## src/vas_pkg.sv

```systemverilog
package vas_pkg;

	localparam int unsigned DATA_W    = 16;
	localparam int unsigned CFG_IDX_W = 2;

	// register indexes of the configuration port
	localparam logic [CFG_IDX_W-1:0] REG_ACTIVATE = 2'd0;
	localparam logic [CFG_IDX_W-1:0] REG_RELEASE  = 2'd1;
	localparam logic [CFG_IDX_W-1:0] REG_HOLD     = 2'd2;
	localparam logic [CFG_IDX_W-1:0] REG_MIN_ON   = 2'd3;

	// sequencer states, one-hot
	typedef enum logic [10:0] {
		ST_IDLE = 11'b000_0000_0001,
		ST_SQ   = 11'b000_0000_0010,
		ST_ADD  = 11'b000_0000_0100,
		ST_A2   = 11'b000_0000_1000,
		ST_AL   = 11'b000_0001_0000,
		ST_AH   = 11'b000_0010_0000,
		ST_AC   = 11'b000_0100_0000,
		ST_RL   = 11'b000_1000_0000,
		ST_RH   = 11'b001_0000_0000,
		ST_RC   = 11'b010_0000_0000,
		ST_DEC  = 11'b100_0000_0000
	} st_t;

endpackage

```

## src/voice_activity_switch_rms.sv

```systemverilog
// voice operated switch with rms hysteresis, minimum on-time and hangover. one beat on the
// input carries one signed audio sample and a frame_end flag on the last sample of a frame.
// squares of the samples are summed and counted; at frame end the frame rms is tested
// against activate_level and the lower release_level (q0.16 of full scale) without a root,
// as 4*sum > level^2*count and 4*sum < level^2*count, the switch state, minimum-on and
// hangover countdowns and the wrapping activation count are updated and one result beat is
// sent. samples past FRAME_MAX in a frame are dropped and flagged in frame_overflow. all
// arithmetic goes through one shared 16 x max(16,count width) multiplier under a small
// sequencer: a sample is accepted, squared and accumulated; a frame-end sample then builds
// level^2*count for both levels, compares and waits in the decision step while the previous
// result beat sits unaccepted. samples stall until the sequencer is idle again, so a waiting
// result beat holds up the following frame. writing 0 to hold_frames or min_on_frames stores
// 1; configuration is to be written while the block is idle, which the block does not enforce.
module voice_activity_switch_rms #(
	parameter int unsigned FRAME_MAX = 4096
) (
	input  logic                               clk,
	input  logic                               arst_n,
	// configuration
	input  logic                               cfg_write,
	input  logic [vas_pkg::CFG_IDX_W-1:0]      cfg_index,
	input  logic [vas_pkg::DATA_W-1:0]         cfg_data,
	// sample channel
	input  logic                               in_valid,
	output logic                               in_stall,
	input  logic signed [vas_pkg::DATA_W-1:0]  sample,
	input  logic                               frame_end,
	// result channel
	output logic                               out_valid,
	input  logic                               out_stall,
	output logic                               voice_on,
	output logic [31:0]                        activations,
	output logic                               frame_overflow
);
	import vas_pkg::*;

	// count width, multiplier operand width, product, sum and compare widths
	localparam int unsigned TW = $clog2(FRAME_MAX + 1);
	localparam int unsigned MB = (TW > 16) ? TW : 16;
	localparam int unsigned PW = 16 + MB;
	localparam int unsigned SW = 30 + TW;
	localparam int unsigned CW = 32 + TW;

	st_t state_q;

	// configuration registers
	logic [DATA_W-1:0] activate_q;
	logic [DATA_W-1:0] release_q;
	logic [DATA_W-1:0] hold_frames_q;
	logic [DATA_W-1:0] min_on_frames_q;

	// frame accumulators
	logic [SW-1:0] sum_q;
	logic [TW-1:0] tally_q;
	logic          ovf_q;

	// current sample
	logic [DATA_W-1:0] mag_q;
	logic              last_q;
	logic              counted_q;

	// shared multiplier and the level^2*count build-up
	logic [15:0]    mul_a;
	logic [MB-1:0]  mul_b;
	logic [PW-1:0]  prod_q;
	logic [15:0]    hi_q;
	logic [CW-1:0]  rhs_q;
	logic [CW-1:0]  rhs_full;
	logic [CW-1:0]  lhs;
	logic           above_q;
	logic           below_q;

	// switch state
	logic        active_q;
	logic [31:0] act_cnt_q;
	logic [15:0] min_left_q;
	logic [15:0] hold_left_q;

	logic        active_n;
	logic [31:0] act_cnt_n;
	logic [15:0] min_left_n;
	logic [15:0] hold_left_n;
	logic [15:0] min_dec;

	// result register
	logic        out_valid_q;
	logic        voice_on_q;
	logic [31:0] activations_q;
	logic        frame_overflow_q;

	logic in_take;
	logic out_free;
	logic dec_go;

	assign in_stall  = (state_q != ST_IDLE);
	assign in_take   = in_valid && !in_stall;
	assign out_free  = !out_valid_q || !out_stall;
	assign dec_go    = (state_q == ST_DEC) && out_free;

	assign out_valid      = out_valid_q;
	assign voice_on       = voice_on_q;
	assign activations    = activations_q;
	assign frame_overflow = frame_overflow_q;

	// sum of squares scaled by four against level^2 * count
	assign lhs      = {sum_q, 2'b00};
	assign rhs_full = rhs_q + (CW'(prod_q) << 16);

	// operand selection for the shared multiplier
	always_comb begin
		case (state_q)
			ST_SQ: begin
				mul_a = mag_q;
				mul_b = MB'(mag_q);
			end
			ST_A2: begin
				mul_a = activate_q;
				mul_b = MB'(activate_q);
			end
			ST_AC: begin
				mul_a = release_q;
				mul_b = MB'(release_q);
			end
			ST_AL, ST_RL: begin
				// low half of level^2 times the count
				mul_a = prod_q[15:0];
				mul_b = MB'(tally_q);
			end
			ST_AH, ST_RH: begin
				// high half of level^2 times the count
				mul_a = hi_q;
				mul_b = MB'(tally_q);
			end
			default: begin
				mul_a = '0;
				mul_b = '0;
			end
		endcase
	end

	// hysteresis, minimum on-time and hangover rule
	always_comb begin
		active_n    = active_q;
		act_cnt_n   = act_cnt_q;
		min_left_n  = min_left_q;
		hold_left_n = hold_left_q;
		min_dec     = (min_left_q != '0) ? (min_left_q - 16'd1) : min_left_q;
		if (above_q) begin
			// activation wins when both tests hold
			if (!active_q) begin
				active_n   = 1'b1;
				act_cnt_n  = act_cnt_q + 32'd1;
				min_left_n = min_on_frames_q;
			end
			hold_left_n = hold_frames_q;
		end else if (below_q) begin
			if (active_q) begin
				min_left_n = min_dec;
				if (min_dec == '0) begin
					if (hold_left_q != '0) begin
						hold_left_n = hold_left_q - 16'd1;
					end else begin
						active_n = 1'b0;
					end
				end
			end
		end else if (active_q) begin
			min_left_n = min_dec;
		end
	end

	// configuration writes, zero in a frame count stores one
	always_ff @(posedge clk or negedge arst_n) begin
		if (!arst_n) begin
			activate_q      <= '0;
			release_q       <= '0;
			hold_frames_q   <= 16'd1;
			min_on_frames_q <= 16'd1;
		end else if (cfg_write) begin
			case (cfg_index)
				REG_ACTIVATE: activate_q <= cfg_data;
				REG_RELEASE:  release_q  <= cfg_data;
				REG_HOLD:     hold_frames_q   <= (cfg_data != '0) ? cfg_data : 16'd1;
				REG_MIN_ON:   min_on_frames_q <= (cfg_data != '0) ? cfg_data : 16'd1;
				default: begin
				end
			endcase
		end
	end

	// sequencer, accumulators and switch state
	always_ff @(posedge clk or negedge arst_n) begin
		if (!arst_n) begin
			state_q     <= ST_IDLE;
			sum_q       <= '0;
			tally_q     <= '0;
			ovf_q       <= 1'b0;
			active_q    <= 1'b0;
			act_cnt_q   <= '0;
			min_left_q  <= '0;
			hold_left_q <= '0;
		end else begin
			case (state_q)
				ST_IDLE: begin
					if (in_take) begin
						state_q <= ST_SQ;
						if (tally_q < TW'(FRAME_MAX)) begin
							tally_q <= tally_q + TW'(1);
						end else begin
							ovf_q <= 1'b1;
						end
					end
				end
				ST_SQ: state_q <= ST_ADD;
				ST_ADD: begin
					if (counted_q) begin
						sum_q <= sum_q + SW'(prod_q);
					end
					state_q <= last_q ? ST_A2 : ST_IDLE;
				end
				ST_A2: state_q <= ST_AL;
				ST_AL: state_q <= ST_AH;
				ST_AH: state_q <= ST_AC;
				ST_AC: state_q <= ST_RL;
				ST_RL: state_q <= ST_RH;
				ST_RH: state_q <= ST_RC;
				ST_RC: state_q <= ST_DEC;
				ST_DEC: begin
					// hold the decision until the result register is free
					if (out_free) begin
						active_q    <= active_n;
						act_cnt_q   <= act_cnt_n;
						min_left_q  <= min_left_n;
						hold_left_q <= hold_left_n;
						sum_q       <= '0;
						tally_q     <= '0;
						ovf_q       <= 1'b0;
						state_q     <= ST_IDLE;
					end
				end
				default: state_q <= ST_IDLE;
			endcase
		end
	end

	// datapath registers
	always_ff @(posedge clk) begin
		prod_q <= PW'(mul_a) * PW'(mul_b);
		if (in_take) begin
			// magnitude, -32768 gives 32768 in 16 unsigned bits
			mag_q     <= sample[DATA_W-1] ? DATA_W'(-sample) : DATA_W'(sample);
			last_q    <= frame_end;
			counted_q <= (tally_q < TW'(FRAME_MAX));
		end
		if ((state_q == ST_AL) || (state_q == ST_RL)) begin
			hi_q <= prod_q[31:16];
		end
		if ((state_q == ST_AH) || (state_q == ST_RH)) begin
			rhs_q <= CW'(prod_q);
		end
		if (state_q == ST_AC) begin
			above_q <= (lhs > rhs_full);
		end
		if (state_q == ST_RC) begin
			below_q <= (lhs < rhs_full);
		end
	end

	// result register, takes a new beat while the old one leaves
	always_ff @(posedge clk or negedge arst_n) begin
		if (!arst_n) begin
			out_valid_q <= 1'b0;
		end else if (dec_go) begin
			out_valid_q <= 1'b1;
		end else if (!out_stall) begin
			out_valid_q <= 1'b0;
		end
	end

	always_ff @(posedge clk) begin
		if (dec_go) begin
			voice_on_q       <= active_n;
			activations_q    <= act_cnt_n;
			frame_overflow_q <= ovf_q;
		end
	end

	// a result beat only starts out of the decision step
	a_beat_from_dec: assert property (@(posedge clk) disable iff (!arst_n)
		$rose(out_valid_q) |-> $past(state_q == ST_DEC))
		else $error("result beat without a frame decision");

	// the frame count never passes its limit
	a_tally_bound: assert property (@(posedge clk) disable iff (!arst_n)
		tally_q <= TW'(FRAME_MAX))
		else $error("sample count beyond frame limit");

	// an inactive switch has no minimum on-time left
	a_min_on_idle: assert property (@(posedge clk) disable iff (!arst_n)
		!active_q |-> (min_left_q == '0))
		else $error("minimum on-time running while inactive");

	// an accepted sample always goes on to be squared
	a_take_to_sq: assert property (@(posedge clk) disable iff (!arst_n)
		in_take |=> (state_q == ST_SQ))
		else $error("accepted sample not squared");

endmodule
```

## config.mk

```make
export PLATFORM = sky130hd
export DESIGN_NAME = voice_activity_switch_rms
export DESIGN_NICKNAME = d
export VERILOG_FILES = /design/src/vas_pkg.sv /design/src/voice_activity_switch_rms.sv
export SDC_FILE = /design/constraint.sdc
export NUM_CORES = 2
export LEC_CHECK = 0
export BUFFER_PORTS_ARGS = -buffer_cell sky130_fd_sc_hd__clkbuf_2
export CAP_MARGIN = 20
export CORE_MARGIN = 1.5
export CORE_UTILIZATION = 45
export DETAILED_ROUTE_END_ITERATION = 7
export GPL_TIMING_DRIVEN = 0
export PLACE_DENSITY_LB_ADDON = 0.08
export SLEW_MARGIN = 5
export SYNTH_ARGS = -nofsm -noshare
export SYNTH_HDL_FRONTEND = slang
export SYNTH_SLANG_ARGS = --single-unit
```

## constraint.sdc

```tcl
create_clock -name clk -period 11.11 [get_ports clk]
set_input_delay 3.333 -clock clk [delete_from_list [all_inputs] [get_ports clk]]
set_output_delay 3.333 -clock clk [all_outputs]
set_load 0.01 [all_outputs]
```

Word level (Yosys, flattened, before mapping). Index checks and enable logic that the tools add are counted.

Register bits after elaboration: 332. Input port bits: 40. Output and inout bits: 36. Word-level logic and storage cells: 128.

$add $sub $neg: 7. Multiply operators: 1. $lt $le $gt $ge: 3. Equality and inequality tests: 22. Multiplexer cells: 37. Reductions and logical operators: 33.

Operators by type and width (number): 2-to-1 mux 16 bit (10); one-hot mux 11 bit (11 select lines) (1); 2-to-1 mux 43 bit (2); one-hot mux 43 bit (2 select lines) (1); one-hot mux 16 bit (5 select lines) (1); 2-to-1 mux 32 bit (2); one-hot mux 16 bit (4 select lines) (1); nonzero test 16 bit (3); adder 32 x 45 -> 45 bit (1); > comparator 45 bit (1); less-than comparator 45 bit (1); adder 43 x 32 -> 43 bit (1); 2-to-1 mux 13 bit (3); adder 32 x 1 -> 32 bit (second input constant) (1); multiplier 16 x 16 -> 32 bit (1); subtractor 16 x 1 -> 16 bit (second input constant) (2); one-hot mux 13 bit (2 select lines) (1); 2-to-1 mux 11 bit (2); zero test 16 bit (1); negation 16 bit (1); 2-to-1 mux 15 bit (1); adder 13 x 1 -> 13 bit (second input constant) (1); less-than comparator 13 bit (second input constant) (1); inequality test 2 bit (second input constant) (6); 29 further kinds (57).

Longest topological paths before layout.
Depth after elaboration: 7. Mapped depth: 31. Depth with buffers taken out: 29.

Worst setup path after synthesis. No wires, ideal clock.

Path type: register to register. Start: register state_q[3]. End: register prod_q[31]. Library setup time: 0.072 ns. Arrival time: 8.868 ns. Required time: 11.038 ns. Path slack: 2.170 ns. Cell stages (with the launch flop): 28. Buffers on the path: 4. Clock period less this slack: 8.940 ns. Path through: dfrtp_1 > nor4_1 > nand3_1 > nor3b_1 > or2_2 > clkbuf_1 > clkbuf_1 > clkbuf_1 > a221oi_1 > nor2_1 > fa_1 > fa_1 > fa_1 > fa_1 > fa_1 > inv_1 > fa_1 > inv_1 > ha_1 > clkbuf_1 > a211oi_1 > nor3b_1 > a21oi_1 > a221o_1 > a211oi_1 > o31ai_1 > a21oi_1 > xnor2_1.

Longest elaborated chain between the ends: 4. Elaborated cells between the ends (all ways): 13. Classes of those cells: mul (1); eq/ne (7); mux (2); reduce/logical (3).

RTL lines: start: declaration (RTL line voice_activity_switch_rms.sv:44) `st_t state_q;`; start signal: assignment (RTL line voice_activity_switch_rms.sv:219) `state_q <= last_q ? ST_A2 : ST_IDLE;`; equality test 11 x 5 -> 1 bit, or another cell as far along (RTL line voice_activity_switch_rms.sv:111) `case (state_q)`; OR reduction 4 bit (no line) or OR reduction 2 bit (tied branches); one-hot mux 16 bit (4 select lines) or one-hot mux 16 bit (5 select lines) (tied branches) (RTL line voice_activity_switch_rms.sv:111); multiplier 16 x 16 -> 32 bit * (RTL line voice_activity_switch_rms.sv:248) `prod_q <= PW'(mul_a) * PW'(mul_b);`; end signal: assignment (RTL line voice_activity_switch_rms.sv:248); end: declaration (RTL line voice_activity_switch_rms.sv:65) `logic [PW-1:0] prod_q;`.

Every way passes the cells marked *; elsewhere a longest branch is shown, timed or not. A chain may end at the register's enable or synchronous reset.

Worst setup path in the final report.
Start: register state_q[2]. End: register prod_q[30].

The elaborated chain is that of the path after synthesis.

==> out/qor.yml <==
p_sw_w: 0.001523
area_growth_syn_to_layout_pct: 11.41
grt.overflow.total: 0
fin_cells: 3611
critPathTopFamily: "adder cells"
initial_core_util: 0.4578
p_comb_frac: 0.289
postSynthCellCount: 2686
synthesis.nets: 3124
placedCellCount: 3534
fin_crit_sh: 0.9267
ctsRootBufferMaster: "clkbuf_16"
ys_top_cells_by_area: "dfrtp_1 (19%), fa_1 (15%), edfxtp_1 (12%), ha_1 (9.7%), nand2_1 (4.5%)"
slew_headroom: 0.2428
p_per_area_mw_per_mm2: 148.0
h-tree-depth: 2
clk_latency_ps: 580
critPathRequiredTime_ps: 11610
cpPeakStageDelay_ps: 750
drc: 0
period_needed_ps: 10300
drt_iter0_markers: 1386
cp-start-kind: "register"
netlist_area_mm2: 0.02596
async_flop_share: 0.5964
hpwlAfterDp_um: 56020
crit_path_end_kind: "register"
totalWireLength_um: 72000
syn_area_per_cell_um2: 9.665
p_int_w: 0.002757
cts.sinks: 332
drive_gt1_frac: 0.09394
layout_common_cells: "nand2_1 (311), inv_1 (294), nor2_1 (239), ha_1 (202), fa_1 (196)"
grt_max_degree: 97
die_h_um: 243.2
grt_pass1_wl_um: 113600
maxCapViolCount: 0
drt-vias-per-instance: 5.564
tightest_slew_ps: 1136
p_leak_nw: 13.13
final_common_cell: "nand2_1"
p_sw_frac: 0.3559
clock_path_buffers: 3
synth_top_area_cell: "dfrtp_1"
status: "finished, final reports clean"
cp_max_fo: 10
die-area_mm2: 0.05914
crit_type: "register to register"
antenna_found_initial: 4
gr-usage-all-layers: 0.2471
first_global_vias: 20134
synth_warnings: 0
yosysSeqAreaShare: 0.3337
seq_power_share: 0.388
synth_cell_types: 86
worst_slack_ps: 814.0
synth_edf_count: 102
clkSlewWorstSetupHoldPaths_ps: 60
crit_cells: 28
place_ws_ps: 1011
antenna_left: 0
row_count: 87
max_clock_freq_mhz: 97.13
reg2reg_depth: 28
gp_congestion: 0.9308
cts_hold_buf: 0
core_area_mm2: 0.05671
nNetsFinal: 3259
die_w_um: 243.2
cts_setup_buffers: 0
hold_viol: 0
ir_drop_uv: 91.37
firstDrtPassIters: 5
ys_ff_latch: 332
crit_top_cell: "fa_1"
setup_viol: 0
cp_num_buf_inv: 5
ios: 76
synth.top_cell.area_share: 0.1880
vias: 20093
hold_depth: 1
cp_data_arrival_time_ps: 10800
grt_setup_unrepaired: "false"
cts_buffers: 40
cts_tree: "built"
io_buffer_count: 75
skew_ps: 32.31
final_max_slew_viol_count: 0
cp_slowest_cell: "nor3b_2"
hold_class: "register to register"
cts_resized: 0
synth-main-ff-cell: "dfrtp_1"
clockPowerShare: 0.323
wl_per_cell_um: 19.94
==> flip-flops by register name, summed over array words and instances (netlist names), 32 cells and up <==
| register | cells |
|---|---|
| rhs_q | 32 |
| prod_q | 32 |
| sum_q | 43 |
| activations | 32 |
| act_cnt_q | 32 |
==> worst register-to-register path, delay by kind of cell, from the launching register on <==
| kind | cells | cell delay [ps] |
|---|---|---|
| DFF | 1 | 440 |
| and+or+nand+nor | 10 | 3240 |
| adders and majority gates | 7 | 3480 |
| buffers and inverters | 5 | 1190 |
| AOI/OAI and AO/OA | 6 | 1870 |
==> cell usage after synthesis, types with 26 or more instances <==
master    instances
mux2_2           66
a22oi_1          34
clkbuf_1         72
edfxtp_1        102
inv_1           294
xor2_1           70
nor2_1          240
ha_1            202
nand2_1         311
fa_1            196
a21o_1           47
and3_1           26
dfrtp_1         195
nand4_1          26
nand3_1          49
xnor2_1         100
dfxtp_1          32
a21oi_1         128
o21ai_0         121
nor3_1           46
==> metal layers <==
metal  global-route usage  part of all wire  up-vias  wire, µm
met4              0.08897             0.037        0      2648
met5                    0                 0        -         0
li1                     -                 -     9457         -
met3              0.03594             0.058      132      4200
met2               0.3898              0.45      543     32460
met1               0.3458              0.45     9961     32690
==> final cells by class <==
class | count | area, µm²
Timing Repair Buffer | 93 | 573.1
Clock inverter | 21 | 292.8
Fill cell | 5203 | 27790
Tap cell | 756 | 945.9
Antenna cell | 2 | 5.005
Sequential cell | 332 | 8662
Clock buffer | 53 | 1112
Inverter | 297 | 1115
Multi-Input combinational cell | 1975 | 15880
Buffer | 82 | 334.1
==> through the flow <==
step	total power, W	hold slack [ps]	area [µm²]	TNS [ps]	util
after floorplan	0.002460	394.2	25960	0	-
after global placement	0.002857	411.5	27280	-1532	0.4811
after CTS	0.004301	424.2	28910	0	0.5098
final	0.004280	422.2	28920	0	0.5100
after global routing	0.004541	459.4	28920	0	0.5099
after detailed placement	0.002898	430.3	27510	0	0.4851
==> power by group through the flow <==
stage	sequential (W)	combinational, W	clock (W)
2_1_floorplan	0.00157	0.000886	0
3_3_place_gp	0.00167	0.00118	0
3_5_place_dp	0.00168	0.00122	0
4_1_cts	0.00165	0.00123	0.00141
5_1_grt	0.00168	0.00139	0.00147
6_report	0.00166	0.00124	0.00138
==> worst paths after layout <==
path | start | slack, ps | to
worst max-delay path | state_q[2] | 810 | prod_q[30]
worst min register to register | last_q | 420 | state_q[0]
min in group asynchronous | arst_n | 2590 | release_q[0]
max in group asynchronous | arst_n | 7350 | sum_q[22]
worst min-delay path | last_q | 420 | state_q[0]
worst max register to register | state_q[2] | 810 | prod_q[30]
==> logic make-up (layout without fill, tap and decap cells) <==
kind of cell / count (synthesis) / after routing / share of synthesized area
AND/OR/NAND/NOR: 858 / 858 / 0.1563
AO/OA/AOI/OAI: 479 / 479 / 0.1183
adder cells (fa/ha/maj): 398 / 398 / 0.2485
buffers and inverters: 379 / 546 / 0.05571
flip-flops: 332 / 332 / 0.3337
XOR/XNOR: 170 / 170 / 0.05735
multiplexers: 70 / 70 / 0.03017
other: 0 / 2 / 0
No activity file was read; power rests on OpenSTA's default activity.
